### src/lbto_pkg.sv
// ----------------------------------------------------------------------------
// lbto_pkg: shared types and constants for the LED blink generator
// Item kinds, field widths and the packed layout of the stream payloads.
// ----------------------------------------------------------------------------
package lbto_pkg;

	localparam int unsigned FIELD_W     = 8;
	localparam int unsigned KIND_W      = 2;
	localparam int unsigned IN_DATA_W   = 4 * FIELD_W;
	localparam int unsigned OUT_DATA_W  = 16;
	localparam logic [FIELD_W-1:0] RESET_PERIOD = 8'd255;

	typedef enum logic [KIND_W-1:0] {
		KIND_TICK    = 2'd0,
		KIND_SET     = 2'd1,
		KIND_SET_FOR = 2'd2,
		KIND_LOAD    = 2'd3
	} kind_t;

	// Input item as held in the input register
	typedef struct packed {
		kind_t              kind;
		logic [FIELD_W-1:0] countdown_load;
		logic [FIELD_W-1:0] override_periods;
		logic [FIELD_W-1:0] on_phase;
		logic [FIELD_W-1:0] blink_period;
	} item_t;

	// Result item, lowest field in the lowest bits of tdata
	typedef struct packed {
		logic [OUT_DATA_W-11:0] pad;
		logic                   override_active;
		logic [FIELD_W-1:0]     countdown_value;
		logic                   led_drive;
	} result_t;

endpackage

### src/led_blink_with_timed_override_top.sv
// ----------------------------------------------------------------------------
// led_blink_with_timed_override_top: LED blink generator with timed override
//
//   channel  dir  tdata (low bit up)                         tuser
//   s_axis   in   blink_period, on_phase, override_periods,  kind
//                 countdown_load (32 bits)
//   m_axis   out  led_drive, countdown_value,                -
//                 override_active, zero pad (16 bits)
//
// One item per cycle while m_axis does not stall; each item's result goes
// through the input register, then the result register, to m_axis.
// The pattern state is read and written in the single stage after the input
// register, so consecutive items see each other's effects with no gap.
// Reset clears the pattern to period 255, duty 0, LED off, countdown 0.
// A stall on m_axis fills the result register, then the input register;
// tready falls only when both are full.
// ----------------------------------------------------------------------------
module led_blink_with_timed_override_top (
	input  logic                            clk,
	input  logic                            arst_n,
	input  logic                            s_axis_tvalid,
	output logic                            s_axis_tready,
	// blink_period[7:0], on_phase[15:8], override_periods[23:16], countdown_load[31:24]
	input  logic [lbto_pkg::IN_DATA_W-1:0]  s_axis_tdata,
	// kind[1:0]
	input  logic [lbto_pkg::KIND_W-1:0]     s_axis_tuser,
	output logic                            m_axis_tvalid,
	input  logic                            m_axis_tready,
	// led_drive[0], countdown_value[8:1], override_active[9], zero[15:10]
	output logic [lbto_pkg::OUT_DATA_W-1:0] m_axis_tdata
);
	import lbto_pkg::*;

	logic               valid_s1;
	item_t              item_s1;
	logic               advance;

	logic [FIELD_W-1:0] phase_q, period_q, duty_q, saved_period_q, saved_duty_q;
	logic [FIELD_W-1:0] left_q, countdown_q;
	logic               led_q;

	logic [FIELD_W-1:0] phase_d, period_d, duty_d, saved_period_d, saved_duty_d;
	logic [FIELD_W-1:0] left_d, countdown_d;
	logic               led_d;
	logic [FIELD_W-1:0] phase_inc;
	logic               wrap;

	logic               out_valid_q;
	result_t            out_q;
	result_t            res_d;

	assign advance       = valid_s1 && (!out_valid_q || m_axis_tready);
	assign s_axis_tready = !valid_s1 || advance;

	always_ff @(posedge clk or negedge arst_n) begin
		if (!arst_n) begin
			valid_s1 <= 1'b0;
		end else if (s_axis_tready) begin
			valid_s1 <= s_axis_tvalid;
		end
	end

	always_ff @(posedge clk) begin
		if (s_axis_tready && s_axis_tvalid) begin
			item_s1 <= {kind_t'(s_axis_tuser), s_axis_tdata};
		end
	end

	always_comb begin
		phase_d        = phase_q;
		period_d       = period_q;
		duty_d         = duty_q;
		saved_period_d = saved_period_q;
		saved_duty_d   = saved_duty_q;
		left_d         = left_q;
		countdown_d    = countdown_q;
		led_d          = led_q;
		phase_inc      = phase_q + 8'd1;
		wrap           = phase_inc > period_q;
		case (item_s1.kind)
			KIND_TICK: begin
				phase_d = wrap ? '0 : phase_inc;
				if (wrap && left_q != '0) begin
					left_d = left_q - 8'd1;
					// restore the saved pattern once the last period ends
					if (left_q == 8'd1) begin
						period_d = saved_period_q;
						duty_d   = saved_duty_q;
					end
				end
				led_d = phase_d < duty_d;
				if (countdown_q != '0) begin
					countdown_d = countdown_q - 8'd1;
				end
			end
			KIND_SET: begin
				period_d = item_s1.blink_period;
				duty_d   = item_s1.on_phase;
				left_d   = '0;
			end
			KIND_SET_FOR: begin
				// keep the pre-override pattern if one is already running
				if (left_q == '0) begin
					saved_period_d = period_q;
					saved_duty_d   = duty_q;
				end
				period_d = item_s1.blink_period;
				duty_d   = item_s1.on_phase;
				left_d   = item_s1.override_periods;
			end
			KIND_LOAD: begin
				countdown_d = item_s1.countdown_load;
			end
			default: begin
			end
		endcase
		res_d                 = '0;
		res_d.led_drive       = led_d;
		res_d.countdown_value = countdown_d;
		res_d.override_active = left_d != '0;
	end

	always_ff @(posedge clk or negedge arst_n) begin
		if (!arst_n) begin
			phase_q        <= '0;
			period_q       <= RESET_PERIOD;
			duty_q         <= '0;
			saved_period_q <= '0;
			saved_duty_q   <= '0;
			left_q         <= '0;
			countdown_q    <= '0;
			led_q          <= 1'b0;
		end else if (advance) begin
			phase_q        <= phase_d;
			period_q       <= period_d;
			duty_q         <= duty_d;
			saved_period_q <= saved_period_d;
			saved_duty_q   <= saved_duty_d;
			left_q         <= left_d;
			countdown_q    <= countdown_d;
			led_q          <= led_d;
		end
	end

	always_ff @(posedge clk or negedge arst_n) begin
		if (!arst_n) begin
			out_valid_q <= 1'b0;
		end else if (advance) begin
			out_valid_q <= 1'b1;
		end else if (m_axis_tready) begin
			out_valid_q <= 1'b0;
		end
	end

	always_ff @(posedge clk) begin
		if (advance) begin
			out_q <= res_d;
		end
	end

	assign m_axis_tvalid = out_valid_q;
	assign m_axis_tdata  = out_q;

endmodule

### config.mk
export PLATFORM = sky130hd
export DESIGN_NAME = led_blink_with_timed_override_top
export DESIGN_NICKNAME = d
export VERILOG_FILES = /design/src/lbto_pkg.sv /design/src/led_blink_with_timed_override_top.sv
export SDC_FILE = /design/constraint.sdc
export NUM_CORES = 1
export LEC_CHECK = 0
export BUFFER_PORTS_ARGS = -buffer_cell sky130_fd_sc_hd__clkbuf_2
export CAP_MARGIN = 15
export CORE_UTILIZATION = 45
export DETAILED_ROUTE_END_ITERATION = 10
export GPL_ROUTABILITY_DRIVEN = 0
export PLACE_DENSITY_LB_ADDON = 0.12
export SETUP_SLACK_MARGIN = 0.2
export SLEW_MARGIN = 10
export SYNTH_ARGS = -nofsm -noshare
export SYNTH_HDL_FRONTEND = slang
export SYNTH_SLANG_ARGS = --single-unit
### constraint.sdc
create_clock -name clk -period 3.75 [get_ports clk]
set_clock_uncertainty 0.15 [all_clocks]
set_input_delay 0.5625 -clock clk [delete_from_list [all_inputs] [get_ports clk]]
set_output_delay 0.5625 -clock clk [all_outputs]
set_load 0.005 [all_outputs]
Word-level counts from Yosys, hierarchy flattened
Cells that the tools add are included.
{"block": "word_totals", "regBits": 103, "input_bits": 38, "output_inout_bits": 18, "elab_cells": 63}
{"block": "classes", "addsub": 3, "magnitude_cmp": 2, "n_eq_ne": 6, "muxes": 15, "n_reduce_logical": 19}
{"cell": "2-to-1 mux 8 bit", "n": 8}
{"cell": "case mux 8 bit (2 select lines)", "n": 3}
{"cell": "case mux 8 bit (3 select lines)", "n": 1}
{"cell": "nonzero test 8 bit", "n": 3}
{"cell": "subtractor 8 x 1 -> 8 bit, second input constant", "n": 2}
{"cell": "adder 8 x 1 -> 8 bit, second input constant", "n": 1}
{"cell": "equality test 8 x 1 -> 1 bit, second input constant", "n": 1}
{"cell": "> comparator 8 bit", "n": 1}
{"cell": "zero test 8 bit", "n": 1}
{"cell": "less-than comparator 8 bit", "n": 1}
{"cell": "equality test 2 bit, second input constant", "n": 2}
{"cell": "inequality test 2 bit, second input constant", "n": 2}
{"cell": "AND reduction 2 bit", "n": 2}
{"cell": "AND reduction 4 bit", "n": 1}
{"cell": "nonzero test 2 bit", "n": 2}
{"cell": "logical AND 1 bit", "n": 3}
{"cell": "2-to-1 mux 1 bit", "n": 3}
{"cell": "AND reduction 3 bit", "n": 1}
{"cell": "equality test 2 x 1 -> 1 bit, second input constant", "n": 1}
{"cell": "zero test 1 bit", "n": 2}
{"cell": "zero test 2 bit", "n": 1}
{"cell": "logical OR 1 bit", "n": 2}
{"cell": "OR reduction 2 bit", "n": 1}

Logic depth before layout (Yosys ltp)
Gate-level depths: netlist (run 1).
{"block": "depth", "word_depth": 7, "ltp_mapped": 18, "ltp_nobuf": 18}

Least setup slack after synthesis (run 1)
Ideal clock, no wire load.
{"block": "synth_timing", "kind": "reg2reg", "start": "register phase_q[0]", "end": "register out_q, in the netlist m_axis_tdata[0] (data pin)", "setup_ns": 0.152, "t_arrival_ns": 3.290, "required_ns": 3.448, "slack_ns": 0.157, "stages_incl_launch_ff": 18, "path_buffers": 0, "synth_period_minus_slack_ns": 3.593, "path_cell_list": "dfrtp_1 ha_1 nand3_1 nor2_1 xor2_1 ha_1 nand4_1 a21oi_1 o21ai_2 nor2_2 mux2i_1 ha_1 a21o_1 a21oi_1 nand2b_1 a221oi_1 o31ai_1 o21ai_0"}
{"block": "synth_between", "elab_chain_len": 7, "word_cells_on_any_way": 8, "cone_classes": "add/sub: 1; order compare: 2; mux: 4; reduce/logical: 1"}
{"element": "start, declared", "line": "led_blink_with_timed_override_top.sv:38", "rtl": "logic [FIELD_W-1:0] phase_q, period_q, duty_q, saved_period_q, saved_duty_q;"}
{"element": "start signal, assigned", "line": "led_blink_with_timed_override_top.sv:134", "rtl": "phase_q <= phase_d;"}
{"element": "adder 8 x 1 -> 8 bit *", "line": "led_blink_with_timed_override_top.sv:78", "rtl": "phase_inc = phase_q + 8'd1;"}
{"element": "> comparator 8 bit", "line": "led_blink_with_timed_override_top.sv:79", "rtl": "wrap = phase_inc > period_q;"}
{"element": "logical AND 1 bit", "line": "led_blink_with_timed_override_top.sv:83", "rtl": "if (wrap && left_q != '0) begin"}
{"element": "2-to-1 mux 8 bit", "line": "led_blink_with_timed_override_top.sv:83"}
{"element": "2-to-1 mux 8 bit", "line": "led_blink_with_timed_override_top.sv:80", "rtl": "case (item_s1.kind)"}
{"element": "less-than comparator 8 bit *", "line": "led_blink_with_timed_override_top.sv:91", "rtl": "led_d = phase_d < duty_d;"}
{"element": "2-to-1 mux 1 bit *", "line": "led_blink_with_timed_override_top.sv:80"}
{"element": "via led_d", "line": "led_blink_with_timed_override_top.sv:44", "rtl": "logic led_d;"}
{"element": "end signal, assigned", "line": "led_blink_with_timed_override_top.sv:157", "rtl": "out_q <= res_d;"}
{"element": "end, declared", "line": "led_blink_with_timed_override_top.sv:49", "rtl": "result_t out_q;"}
The timed path passes the listed nets; every way through them passes the cells marked *. The select of a mux whose other input is x is not followed.
A chain may end at the register's enable or synchronous reset.

Worst setup path after layout (run 1)
Ends and elaborated chain as after synthesis.

==> out/summary.log, run 1 <==
[global_route] number of antenna violations at the first check in global routing 0
[yosys] post-synthesis instance total 460
[critical_path] FF-to-FF path depth 17
[timing] final critical-path required period 3.65 ns
[critical_path] Critical Path End Type flop
[power_and_ir_drop] net switching component of the power 1.41 mW
[timing] Achievable Freq 274 MHz
[final_layout] combined area of the multi-input logic cells 0.00230 sq mm
[yosys] most area-consuming cells after synthesis sky130_fd_sc_hd__edfxtp_1 25%, sky130_fd_sc_hd__dfrtp_1 24%, sky130_fd_sc_hd__mux2_2 7.3%
[timing] setup repair after global routing missed its margin true
[critical_path] Buf/Inv on CP 2
[floorplanning] die boundary height 110 microns
[power_and_ir_drop] proportion of power drawn by the clock network 23.7%
[critical_path] setup slack on the worst flop-to-flop path 0.10 ns
[placed_design] worst-case setup slack after placement 0.00481 ns
[critical_path] cells along the critical path ha_2 > buf_4 > buf_4 > xor2_1 > ha_1 > o211ai_1 > a21oi_2 > o21ai_2 > nor2_4 > mux2i_1 > ha_1 > a21o_1 > a21oi_2 > nand2b_1 > a221oi_2 > o31ai_2 > o21ai_1
[global_route] pin count of the biggest net entering global routing 39
[floorplanning] core footprint 0.0111 sq mm
[final_layout] Cell Count, Final, Fillers Out 675
[power_and_ir_drop] part of the power in combinational logic 35.5%
[yosys] mean post-synth cell area 11.4 sq um
[outcome] status finished clean
[route] via count 3764
[power_and_ir_drop] Internal Dissipation 2.58 mW
[route] highest metal layer used by the detailed router met4
[route] number of vias per cell 5.58
[clocking] hold_buf cts 0
[route] detailed-route wire length 11200 microns
[floorplanning] overall die width 110 microns
[placed_design] dpl hpwl 7460 microns
[final_layout] total area of sequential cells 0.00281 sq mm
[critical_path] Critical R2R Capture m_axis_tdata[0]
[yosys] cell area after synthesis 0.00522 sq mm
[critical_path] sort of element at the start of the critical path flop
[yosys] biggest area consumer among synthesized cells sky130_fd_sc_hd__edfxtp_1
[clocking] clock buffer count from CTS 9
[power_and_ir_drop] static leakage 2.68 nW
[power_and_ir_drop] Worst VDD drop 0.000366 V
[route] DRC 0
[critical_path] Top delay family on crit path compound AO/OA/AOI/OAI gates
[placed_design] Placed Cells incl. Taps 642
[route] number of nets still failing antenna checks after routing 0
[yosys] sequential share of the synthesized area 53.7%
[clocking] Max Buffers Root-to-Sink 2
[global_route] global router's overall resource usage 19.8%
[clocking] source-to-sink clock delay at the later pin of the worst-skew pair 0.35 ns
[yosys] cell with the most instances after synthesis sky130_fd_sc_hd__dfrtp_1
[yosys] count of yosys warnings during synthesis 0
[critical_path] Slowest Stage Delay on Critical Path 0.41 ns
[route] per-cell routed wire length 16.6 microns
[critical_path] worst endpoint required time 3.81 ns
[final_layout] fraction of layout cells with a size suffix above 1 30.3%
[timing] Post-Route Setup TNS 0 ns
[yosys] most used standard cells in the synthesized netlist 51 x sky130_fd_sc_hd__dfrtp_1, 50 x sky130_fd_sc_hd__nand2_1, 44 x sky130_fd_sc_hd__edfxtp_1
[yosys] post-synth cell types 61
[timing] normalized max-slew margin 31.2%
[floorplanning] Core Rows 38
[clocking] Clock Pin Slew Worst Setup and Hold Paths 0.07 ns
[timing] worst hold-check slack 0.0613 ns
[yosys] number of synthesized flops with an enable pin 44
[placed_design] total of buffers placed on input and output ports 49
[global_route] vias in the first global route 3667
[final_layout] antenna diode instance count 0
[clocking] Clock Tree Root sky130_fd_sc_hd__clkbuf_16
[global_route] wire length of the first global-routing pass 17800 microns
[timing] ratio of final minimum period to clock period 97.2%
[critical_path] r2r startpoint phase_q[0]
[worst_hold_path] type of the most critical hold path input pin to async pin
[global_route] overflow left after global routing 0
[critical_path] WS Path Type flop to flop
[yosys] Main synth FF type sky130_fd_sc_hd__dfrtp_1
[final_layout] number of nets in the layout 593
[critical_path] worst path arrival time 3.71 ns
[clocking] H-tree depth 3
[route] detailed-routing wirelength on met1 4970 microns
[power_and_ir_drop] part of the power in registers 40.8%
[floorplanning] area of the die 0.0120 sq mm
[power_and_ir_drop] switching portion of total power 35.3%
[power_and_ir_drop] cell area power density 647 mW/mm^2
[floorplanning] initial standard-cell utilization of the core 47.2%
[route] met2 layer wire length in the routed design 5600 microns
[route] detailed router's first-iteration violation count 173
[floorplanning] I/O pin total 56
[timing] Worst Tran Pin Value 1.02 ns
[critical_path] CP max stage cell sky130_fd_sc_hd__dfrtp_1
[timing] setup-violating endpoint count in the final report 0
[final_layout] final design utilization 55.7%
[yosys] area share of the largest cell type after synthesis 25.3%
[critical_path] depth of the critical timing path with buffers and inverters included 17
[yosys] async set-or-reset flop fraction in the synthesized netlist 57.3%
[timing] Slew Viols, Final 0
[final_layout] synth-to-layout area growth 18.1%
[yosys] synthesis-stage register bit count 103
[critical_path] largest fanout on the critical path 4
[route] number of detailed-routing iterations run before antenna repair 4
[clocking] CTS tree built
[final_layout] number of filler instances in the final layout 972
[clocking] clock sink total 103
[route] met3 WL post-DR 422 microns
[timing] final-report hold violation count 0
[run] max-cap violation count 0
[timing] Setup WS post-layout 0.104 ns
-- layout make-up --
cell class | instances | area share, %
multi-input combinational | 315 | 37.3
sequential | 103 | 45.5
inverter | 23 | 1.40
clock inverter | 6 | 0.953
clock buffer | 10 | 4.06
tap | 140 | 2.84
timing repair buffer | 78 | 7.95
-- timing repair --
| action | 4_1_cts | 5_1_grt |
|---|---|---|
| setup endpoints to repair | 2 | 11 |
| buffers inserted | 9 | 7 |
| pin swaps | 13 | 12 |
| resized for setup | 14 | 7 |
-- cell families (layout without fill, tap and decap cells) --
| logic type | Yosys count | in the layout | share of synthesized area, % |
|---|---|---|---|
| compound gates | 107 | 107 | 12.8 |
| xor+xnor | 6 | 6 | 1.01 |
| flops | 103 | 103 | 53.7 |
| other cells | 1 | 6 | 0.0718 |
| buf+inv | 47 | 117 | 4.12 |
| fa+ha+maj | 25 | 25 | 5.99 |
| mux | 50 | 50 | 10.5 |
| simple gates | 121 | 121 | 11.8 |
-- worst reg2reg max path: stages (launching register included) --
cell                       delay [ns]
sky130_fd_sc_hd__dfrtp_1         0.41
sky130_fd_sc_hd__ha_2            0.21
sky130_fd_sc_hd__buf_4           0.13
sky130_fd_sc_hd__buf_4           0.12
sky130_fd_sc_hd__xor2_1          0.15
sky130_fd_sc_hd__ha_1            0.30
sky130_fd_sc_hd__o211ai_1        0.11
sky130_fd_sc_hd__a21oi_2         0.22
sky130_fd_sc_hd__o21ai_2         0.11
sky130_fd_sc_hd__nor2_4          0.20
sky130_fd_sc_hd__mux2i_1         0.25
sky130_fd_sc_hd__ha_1            0.27
sky130_fd_sc_hd__a21o_1          0.18
sky130_fd_sc_hd__a21oi_2         0.16
sky130_fd_sc_hd__nand2b_1        0.10
sky130_fd_sc_hd__a221oi_2        0.26
sky130_fd_sc_hd__o31ai_2         0.10
sky130_fd_sc_hd__o21ai_1         0.09
-- power groups by stage --
stage | Clock (mW) | Combinational, mW | Sequential, mW
4_1_cts | 0.979 | 1.31 | 1.62
6_report | 0.946 | 1.42 | 1.63
3_5_place_dp | 0 | 1.22 | 1.64
5_1_grt | 1.01 | 1.58 | 1.66
3_3_place_gp | 0 | 1.19 | 1.63
2_1_floorplan | 0 | 0.924 | 1.58
-- layer usage --
metal  vias up  global-route usage (%)
li1       1811                       -
met1      1837                    25.4
met3        27                    4.33
met4         0                    7.05
met5         -                       0
met2        89                    32.8
-- through the flow --
stage	total power, mW	instance area (sq um)
floorplan	2.51	5250
global placement	2.83	5630
detailed placement	2.86	5630
CTS	3.91	6060
global route	4.24	6170
finish	3.99	6170
-- worst max-delay path by stage --
| stage | end | slack [ns] | from |
|---|---|---|---|
| 5_1_grt | m_axis_tdata[0] | -0.17 | phase_q[1] |
| 2_1_floorplan | m_axis_tdata[0] | 0.27 | phase_q[0] |
| 3_5_place_dp | m_axis_tdata[0] | 0.005 | phase_q[0] |
| 6_report | m_axis_tdata[0] | 0.10 | phase_q[0] |
| 3_3_place_gp | m_axis_tdata[0] | 0.19 | phase_q[0] |
| 4_1_cts | m_axis_tdata[0] | 0.21 | phase_q[0] |
-- sequential cells by signal, summed over array words and instances, names as in the netlist --
register,count
left_q,8
period_q,8
m_axis_tdata,10
saved_period_q,8
led_q,1
item_s1,34
countdown_q,8
m_axis_tvalid,1
duty_q,8
valid_s1,1
phase_q,8
saved_duty_q,8
-- layout by cell type (no fill, tap or decap), types with 10 or more instances in the layout --
cell type	n
sky130_fd_sc_hd__edfxtp_1	44
sky130_fd_sc_hd__mux2i_1	13
sky130_fd_sc_hd__dfrtp_1	51
sky130_fd_sc_hd__a21oi_1	13
sky130_fd_sc_hd__nor2_1	13
sky130_fd_sc_hd__clkbuf_2	49
sky130_fd_sc_hd__o21ai_0	37
sky130_fd_sc_hd__buf_4	26
sky130_fd_sc_hd__o21ai_1	12
sky130_fd_sc_hd__mux2_2	34
sky130_fd_sc_hd__ha_1	23
sky130_fd_sc_hd__nand2_1	50
sky130_fd_sc_hd__inv_1	22
sky130_fd_sc_hd__clkbuf_16	10
(Power assumes the default switching activity.)
==> inputs of run 2 (changes only) <==
--- a/config.mk
+++ b/config.mk
@@ -7,7 +7,9 @@
 export LEC_CHECK = 0
 export BUFFER_PORTS_ARGS = -buffer_cell sky130_fd_sc_hd__clkbuf_2
 export CAP_MARGIN = 15
-export CORE_UTILIZATION = 45
+export CELL_PAD_IN_SITES_DETAIL_PLACEMENT = 1
+export CELL_PAD_IN_SITES_GLOBAL_PLACEMENT = 1
+export CORE_UTILIZATION = 43
 export DETAILED_ROUTE_END_ITERATION = 10
 export GPL_ROUTABILITY_DRIVEN = 0
 export PLACE_DENSITY_LB_ADDON = 0.12
==> out/summary.log, run 2 (same netlist as run 1, synthesis figures left out) <==
[outcome] status finished with violations
[outcome] violated checks DRC
[final_layout] Cell Count, Final, Fillers Out 669 [-0.89%]
[critical_path] CP max stage cell sky130_fd_sc_hd__dfrtp_1
[timing] Achievable Freq 278 MHz [+1.4%]
[floorplanning] core footprint 0.0116 sq mm [+4.8%]
[clocking] source-to-sink clock delay at the later pin of the worst-skew pair 0.36 ns [about the same]
[power_and_ir_drop] Worst VDD drop 0.000322 V [-12%]
[critical_path] setup slack on the worst flop-to-flop path 0.15 ns [+0.05 ns]
[run] max-cap violation count 0 [unchanged]
[timing] normalized max-slew margin 45.0% [+14 points]
[floorplanning] Core Rows 39 [+2.6%]
[floorplanning] die boundary height 112 microns [+2.3%]
[clocking] hold_buf cts 0 [unchanged]
[final_layout] total area of sequential cells 0.00281 sq mm [unchanged]
[critical_path] Critical Path End Type flop
[route] detailed-route wire length 12200 microns [+9.2%]
[final_layout] number of nets in the layout 584 [-1.5%]
[critical_path] Slowest Stage Delay on Critical Path 0.40 ns [about the same]
[global_route] number of antenna violations at the first check in global routing 0 [unchanged]
[critical_path] r2r startpoint phase_q[1]
[timing] Setup WS post-layout 0.153 ns [+0.0490 ns]
[timing] Worst Tran Pin Value 0.824 ns [-0.200 ns]
[timing] setup-violating endpoint count in the final report 0 [unchanged]
[power_and_ir_drop] static leakage 2.61 nW [-2.5%]
[critical_path] Buf/Inv on CP 0 [-2]
[global_route] pin count of the biggest net entering global routing 41 [+5.1%]
[clocking] Max Buffers Root-to-Sink 2 [unchanged]
[critical_path] largest fanout on the critical path 4 [unchanged]
[global_route] overflow left after global routing 0 [unchanged]
[final_layout] fraction of layout cells with a size suffix above 1 29.5% [-0.81 points]
[critical_path] WS Path Type flop to flop
[critical_path] sort of element at the start of the critical path flop
[power_and_ir_drop] cell area power density 639 mW/mm^2 [-1.3%]
[floorplanning] I/O pin total 56 [unchanged]
[timing] Slew Viols, Final 0 [unchanged]
[placed_design] dpl hpwl 8360 microns [+12%]
[clocking] CTS tree built
[final_layout] number of filler instances in the final layout 1270 [+31%]
[final_layout] final design utilization 52.3% [-3.4 points]
[global_route] global router's overall resource usage 21.3% [+1.5 points]
[route] number of nets still failing antenna checks after routing 0 [unchanged]
[final_layout] leading cell type in the layout, fill and taps excluded sky130_fd_sc_hd__dfrtp_1
[placed_design] total of buffers placed on input and output ports 49 [unchanged]
[timing] setup repair after global routing missed its margin true
[power_and_ir_drop] Final Total Pwr 3.88 mW [-2.8%]
[critical_path] worst endpoint required time 3.81 ns [about the same]
[route] DRC 2 [+2]
[clocking] Clock Pin Slew Worst Setup and Hold Paths 0.07 ns [about the same]
[route] number of detailed-routing iterations run before antenna repair 7 [+3]
[route] per-cell routed wire length 18.2 microns [+10%]
[floorplanning] area of the die 0.0126 sq mm [+4.6%]
[final_layout] Reg with most FFs item_s1
[placed_design] Placed Cells incl. Taps 645 [+0.47%]
[worst_hold_path] type of the most critical hold path input pin to async pin
[critical_path] cells along the critical path ha_2 > nand3_2 > nor2_2 > xor2_1 > ha_1 > nand4_1 > nor2_2 > a21oi_2 > o21ai_2 > nor2_4 > mux2i_1 > ha_1 > a21o_1 > a21oi_2 > nand2b_1 > a221oi_2 > o31ai_2 > o21ai_1
[critical_path] FF-to-FF path depth 18 [+1]
[final_layout] combined area of the multi-input logic cells 0.00232 sq mm [+1.0%]
[final_layout] synth-to-layout area growth 16.3%
[clocking] clock buffer count from CTS 9 [unchanged]
[timing] final-report hold violation count 0 [unchanged]
[critical_path] worst path arrival time 3.66 ns [-0.05 ns]
[placed_design] worst-case setup slack after placement -0.0774 ns [-0.0822 ns]
[critical_path] Critical R2R Capture m_axis_tdata[0]
[critical_path] Top delay family on crit path compound AO/OA/AOI/OAI gates
[clocking] Clock Tree Root sky130_fd_sc_hd__clkbuf_16
[global_route] vias in the first global route 4029 [+9.9%]
[timing] ratio of final minimum period to clock period 95.9% [-1.3 points]
[final_layout] commonest cells after routing, fill and taps aside 51 x sky130_fd_sc_hd__dfrtp_1, 50 x sky130_fd_sc_hd__nand2_1, 49 x sky130_fd_sc_hd__clkbuf_2, 44 x sky130_fd_sc_hd__edfxtp_1, 36 x sky130_fd_sc_hd__o21ai_0
[floorplanning] initial standard-cell utilization of the core 45.0% [-2.2 points]
[final_layout] antenna diode instance count 0 [unchanged]
[clocking] clock sink total 103 [unchanged]
[timing] Post-Route Setup TNS 0 ns [unchanged]
[clocking] H-tree depth 3 [unchanged]
[floorplanning] overall die width 112 microns [+2.3%]
[route] via count 3736 [-0.74%]
[final_layout] number of flip-flops in the largest register 34 [unchanged]
[route] number of vias per cell 5.58 [+0.15%]
[route] detailed router's first-iteration violation count 184 [+6.4%]
[global_route] wire length of the first global-routing pass 20600 microns [+16%]
[timing] final critical-path required period 3.60 ns [-0.0490 ns]
run 2: timing repair:
item,4_1_cts,5_1_grt
pin swaps,15,5
gates resized for setup,21,3
setup buffers,5,2
endpoints found under the hold margin,0,0
endpoints found under the setup margin,2,3
run 2: final cells by class:
cell class	instances	area share [%]
Clock buffer	10	3.77
Clock inverter	6	0.700
Inverter	23	1.42
Multi-Input combinational cell	315	38.2
Sequential cell	103	46.2
Tap cell	143	2.94
Timing Repair Buffer	69	6.71
run 2: how the worst max path moves through the flow:
stage | from | cells past startpoint | slack (ns) | endpoint
2_1_floorplan | phase_q[0] | 17 | 0.27 | m_axis_tdata[0]
3_3_place_gp | phase_q[0] | 17 | 0.16 | m_axis_tdata[0]
3_5_place_dp | phase_q[0] | 16 | -0.08 | m_axis_tdata[0]
4_1_cts | phase_q[1] | 18 | 0.20 | m_axis_tdata[0]
5_1_grt | phase_q[1] | 18 | -0.11 | m_axis_tdata[0]
6_report | phase_q[1] | 18 | 0.15 | m_axis_tdata[0]
run 2: per-stage QoR:
step	hold slack, ns	cell area, sq um
floorplan	0.117	5250
global placement	0.312	5640
detailed placement	0.335	5640
CTS	0.0785	6050
global route	0.115	6080
finish	0.0708	6080
run 2: worst reg2reg max path, cell delays in order (launching register included):
cell                       delay (ns)
sky130_fd_sc_hd__dfrtp_1         0.40
sky130_fd_sc_hd__ha_2            0.21
sky130_fd_sc_hd__nand3_2         0.11
sky130_fd_sc_hd__nor2_2          0.13
sky130_fd_sc_hd__xor2_1          0.20
sky130_fd_sc_hd__ha_1            0.28
sky130_fd_sc_hd__nand4_1         0.13
sky130_fd_sc_hd__nor2_2          0.07
sky130_fd_sc_hd__a21oi_2         0.13
sky130_fd_sc_hd__o21ai_2         0.10
sky130_fd_sc_hd__nor2_4          0.18
sky130_fd_sc_hd__mux2i_1         0.26
sky130_fd_sc_hd__ha_1            0.29
sky130_fd_sc_hd__a21o_1          0.19
sky130_fd_sc_hd__a21oi_2         0.14
sky130_fd_sc_hd__nand2b_1        0.09
sky130_fd_sc_hd__a221oi_2        0.21
sky130_fd_sc_hd__o31ai_2         0.10
sky130_fd_sc_hd__o21ai_1         0.08
run 2: where the power goes:
group | switching [mW] | internal, mW
combinational | 0.768 | 0.596
sequential | 0.207 | 1.43
clock | 0.427 | 0.454
run 2: metal layers:
metal	global-route usage (%)	wire, microns
met2	35.1	6080
met5	0	0
met1	27.5	5540
met3	4.70	383
met4	7.91	201
==> inputs of run 3 (changes only) <==
--- a/config.mk
+++ b/config.mk
@@ -9,9 +9,10 @@
 export CAP_MARGIN = 15
 export CELL_PAD_IN_SITES_DETAIL_PLACEMENT = 1
 export CELL_PAD_IN_SITES_GLOBAL_PLACEMENT = 1
-export CORE_UTILIZATION = 43
+export CORE_UTILIZATION = 45
 export DETAILED_ROUTE_END_ITERATION = 10
 export GPL_ROUTABILITY_DRIVEN = 0
+export HOLD_SLACK_MARGIN = 0.02
 export PLACE_DENSITY_LB_ADDON = 0.12
 export SETUP_SLACK_MARGIN = 0.2
 export SLEW_MARGIN = 10
==> constraint.sdc (replaced) <==
create_clock -name clk -period 3.8 [get_ports clk]
set_clock_uncertainty 0.15 [all_clocks]
set_input_delay 0.57 -clock clk [delete_from_list [all_inputs] [get_ports clk]]
set_output_delay 0.57 -clock clk [all_outputs]
set_load 0.005 [all_outputs]
==> out/summary.log, run 3 (same netlist as run 1, synthesis figures left out) <==
[placed_design] total of buffers placed on input and output ports 49 [unchanged]
[global_route] pin count of the biggest net entering global routing 41 [unchanged]
[final_layout] Reg with most FFs item_s1
[timing] setup-violating endpoint count in the final report 0 [unchanged]
[outcome] status finished clean
[global_route] wire length of the first global-routing pass 20000 microns [-2.9%]
[final_layout] final design utilization 55.4% [+3.1 points]
[run] max-cap violation count 0 [unchanged]
[route] number of vias per cell 5.71 [+2.2%]
[clocking] source-to-sink clock delay at the later pin of the worst-skew pair 0.36 ns [about the same]
[power_and_ir_drop] proportion of power drawn by the clock network 22.8% [about the same]
[clocking] clock sink total 103 [unchanged]
[placed_design] Post-Place Cell Area 0.00562 sq mm [-0.20%]
[timing] ratio of final minimum period to clock period 96.6% [+0.67 points]
[timing] Slew Viols, Final 0 [unchanged]
[global_route] vias in the first global route 3912 [-2.9%]
[timing] final-report hold violation count 0 [unchanged]
[final_layout] fraction of layout cells with a size suffix above 1 30.8% [+1.3 points]
[critical_path] Critical Path End Type flop
[timing] normalized max-slew margin 33.7% [-11 points]
[timing] Achievable Freq 272 MHz [-2.0%]
[clocking] H-tree depth 3 [unchanged]
[power_and_ir_drop] switching portion of total power 36.3% [+0.18 points]
[power_and_ir_drop] Internal Dissipation 2.51 mW [+1.2%]
[clocking] Max Buffers Root-to-Sink 2 [unchanged]
[final_layout] number of filler instances in the final layout 1206 [-5.0%]
[critical_path] library cell appearing most often on the critical path sky130_fd_sc_hd__a21oi_2
[critical_path] CP max stage cell sky130_fd_sc_hd__dfrtp_2
[critical_path] worst path arrival time 3.61 ns [-0.05 ns]
[route] detailed-route wire length 12600 microns [+3.4%]
[global_route] overflow left after global routing 0 [unchanged]
[route] DRC 0 [-2]
[floorplanning] Core Rows 38 [-2.6%]
[critical_path] Slowest Stage Delay on Critical Path 0.45 ns [+0.05 ns]
[floorplanning] I/O pin total 56 [unchanged]
[clocking] Clock Pin Slew Worst Setup and Hold Paths 0.07 ns [about the same]
[power_and_ir_drop] static leakage 2.62 nW [+0.35%]
[floorplanning] area of the die 0.0120 sq mm [-4.4%]
[power_and_ir_drop] part of the power in registers 41.5% [-0.7 points]
[timing] setup repair after global routing missed its margin true
[route] via count 3802 [+1.8%]
[global_route] number of antenna violations at the first check in global routing 0 [unchanged]
[route] detailed router's first-iteration violation count 145 [-21%]
[critical_path] WS Path Type flop to flop
[placed_design] Placed Cells incl. Taps 640 [-0.78%]
[power_and_ir_drop] part of the power in combinational logic 35.7% [+0.6 points]
[final_layout] commonest cells after routing, fill and taps aside 50 x sky130_fd_sc_hd__nand2_1, 49 x sky130_fd_sc_hd__clkbuf_2, 48 x sky130_fd_sc_hd__dfrtp_1, 44 x sky130_fd_sc_hd__edfxtp_1, 36 x sky130_fd_sc_hd__o21ai_0
[critical_path] largest fanout on the critical path 4 [unchanged]
[clocking] CTS tree built
[critical_path] cells along the critical path buf_4 > buf_4 > nand3_1 > xnor2_1 > ha_1 > nand4_1 > nor2_2 > a21oi_2 > o21ai_2 > nor2_4 > buf_6 > mux2i_4 > ha_2 > a21o_1 > a21oi_2 > nand2_1 > a21oi_2 > o31ai_2 > o21ai_1
[route] number of nets still failing antenna checks after routing 0 [unchanged]
[route] number of detailed-routing iterations run before antenna repair 4 [-3]
[floorplanning] die boundary height 110 microns [-2.2%]
[worst_hold_path] type of the most critical hold path input pin to async pin
[timing] worst hold-check slack 0.125 ns [+0.0544 ns]
[final_layout] total area of sequential cells 0.00281 sq mm [+0.13%]
[final_layout] synth-to-layout area growth 17.5%
[critical_path] worst endpoint required time 3.74 ns [-0.07 ns]
[floorplanning] initial standard-cell utilization of the core 47.2% [+2.2 points]
[timing] final critical-path required period 3.67 ns [+0.0735 ns]
[final_layout] Cell Count, Final, Fillers Out 666 [-0.45%]
[placed_design] dpl hpwl 8400 microns [+0.38%]
[power_and_ir_drop] net switching component of the power 1.43 mW [+2.0%]
[clocking] Clock Tree Root sky130_fd_sc_hd__clkbuf_16
[critical_path] sort of element at the start of the critical path flop
[clocking] clock buffer count from CTS 9 [unchanged]
[final_layout] combined area of the multi-input logic cells 0.00237 sq mm [+1.9%]
[power_and_ir_drop] cell area power density 642 mW/mm^2 [+0.48%]
[final_layout] leading cell type in the layout, fill and taps excluded sky130_fd_sc_hd__nand2_1
[power_and_ir_drop] Worst VDD drop 0.000438 V [+36%]
[final_layout] antenna diode instance count 0 [unchanged]
[floorplanning] core footprint 0.0111 sq mm [-4.6%]
[global_route] global router's overall resource usage 22.7% [+1.4 points]
[final_layout] Finished Cell Area 0.00614 sq mm [+0.99%]
[final_layout] number of nets in the layout 584 [unchanged]
[final_layout] number of flip-flops in the largest register 34 [unchanged]
[route] per-cell routed wire length 18.9 microns [+3.9%]
[floorplanning] overall die width 110 microns [-2.2%]
[timing] Worst Tran Pin Value 0.994 ns [+0.170 ns]
## run 3: final timing paths
check                                  from                 to  slack, ns  cells after the start
setup / recovery                 phase_q[0]    m_axis_tdata[0]       0.13                     19
hold / removal                       arst_n  saved_period_q[4]       0.13                      1
setup reg to reg                 phase_q[0]    m_axis_tdata[0]       0.13                     19
hold reg to reg                 period_q[5]        period_q[5]       0.33                      2
max in group asynchronous            arst_n        period_q[7]       2.50                      2
min in group clk           s_axis_tdata[25]        item_s1[25]       0.23                      1
## run 3: power groups by stage
| stage | registers (mW) | clock network (mW) | logic, mW |
|---|---|---|---|
| after CTS | 1.61 | 0.924 | 1.31 |
| after global placement | 1.61 | 0 | 1.17 |
| after global routing | 1.67 | 0.962 | 1.56 |
| final | 1.63 | 0.900 | 1.40 |
| after detailed placement | 1.63 | 0 | 1.24 |
| after floorplan | 1.56 | 0 | 0.908 |
## run 3: cell type report
| type | count | area share (%) |
|---|---|---|
| inverter | 23 | 1.41 |
| tap | 140 | 2.85 |
| timing repair buffer | 69 | 6.71 |
| multi-input combinational | 315 | 38.6 |
| sequential | 103 | 45.8 |
| clock buffer | 11 | 3.96 |
| clock inverter | 5 | 0.653 |
## run 3: worst max-delay path: cells and delay by family, from the launching register on
family | cells | cell delay [ns]
simple gates | 5 | 0.62
mux | 1 | 0.22
xor+xnor | 1 | 0.15
buf+inv | 3 | 0.42
fa+ha+maj | 2 | 0.48
compound gates | 7 | 0.91
flops | 1 | 0.45
## run 3: through the flow
stage	setup TNS [ns]	power, mW	setup WS, ns
after floorplan	0	2.47	0.207
after global placement	0	2.79	0.168
after detailed placement	-0.0332	2.86	-0.0332
after CTS	0	3.84	0.210
after global routing	-0.132	4.19	-0.0841
final	0	3.94	0.130
## run 3: what timing repair did
item                                    4_1_cts  5_1_grt
endpoints found under the setup margin        2        3
buffers inserted                              4        6
hold buffers                                  0        0
pin swaps                                     5       15
gates resized for setup                       9       26
## run 3: routing by layer
metal	share of wire (%)	vias up	track usage, %	wire, microns
li1	-	1794	-	-
met1	47	1919	29.7	5870
met2	48	77	36.9	6080
met3	3.4	12	6.11	426
met4	1.9	0	6.38	237
met5	0	-	0	0
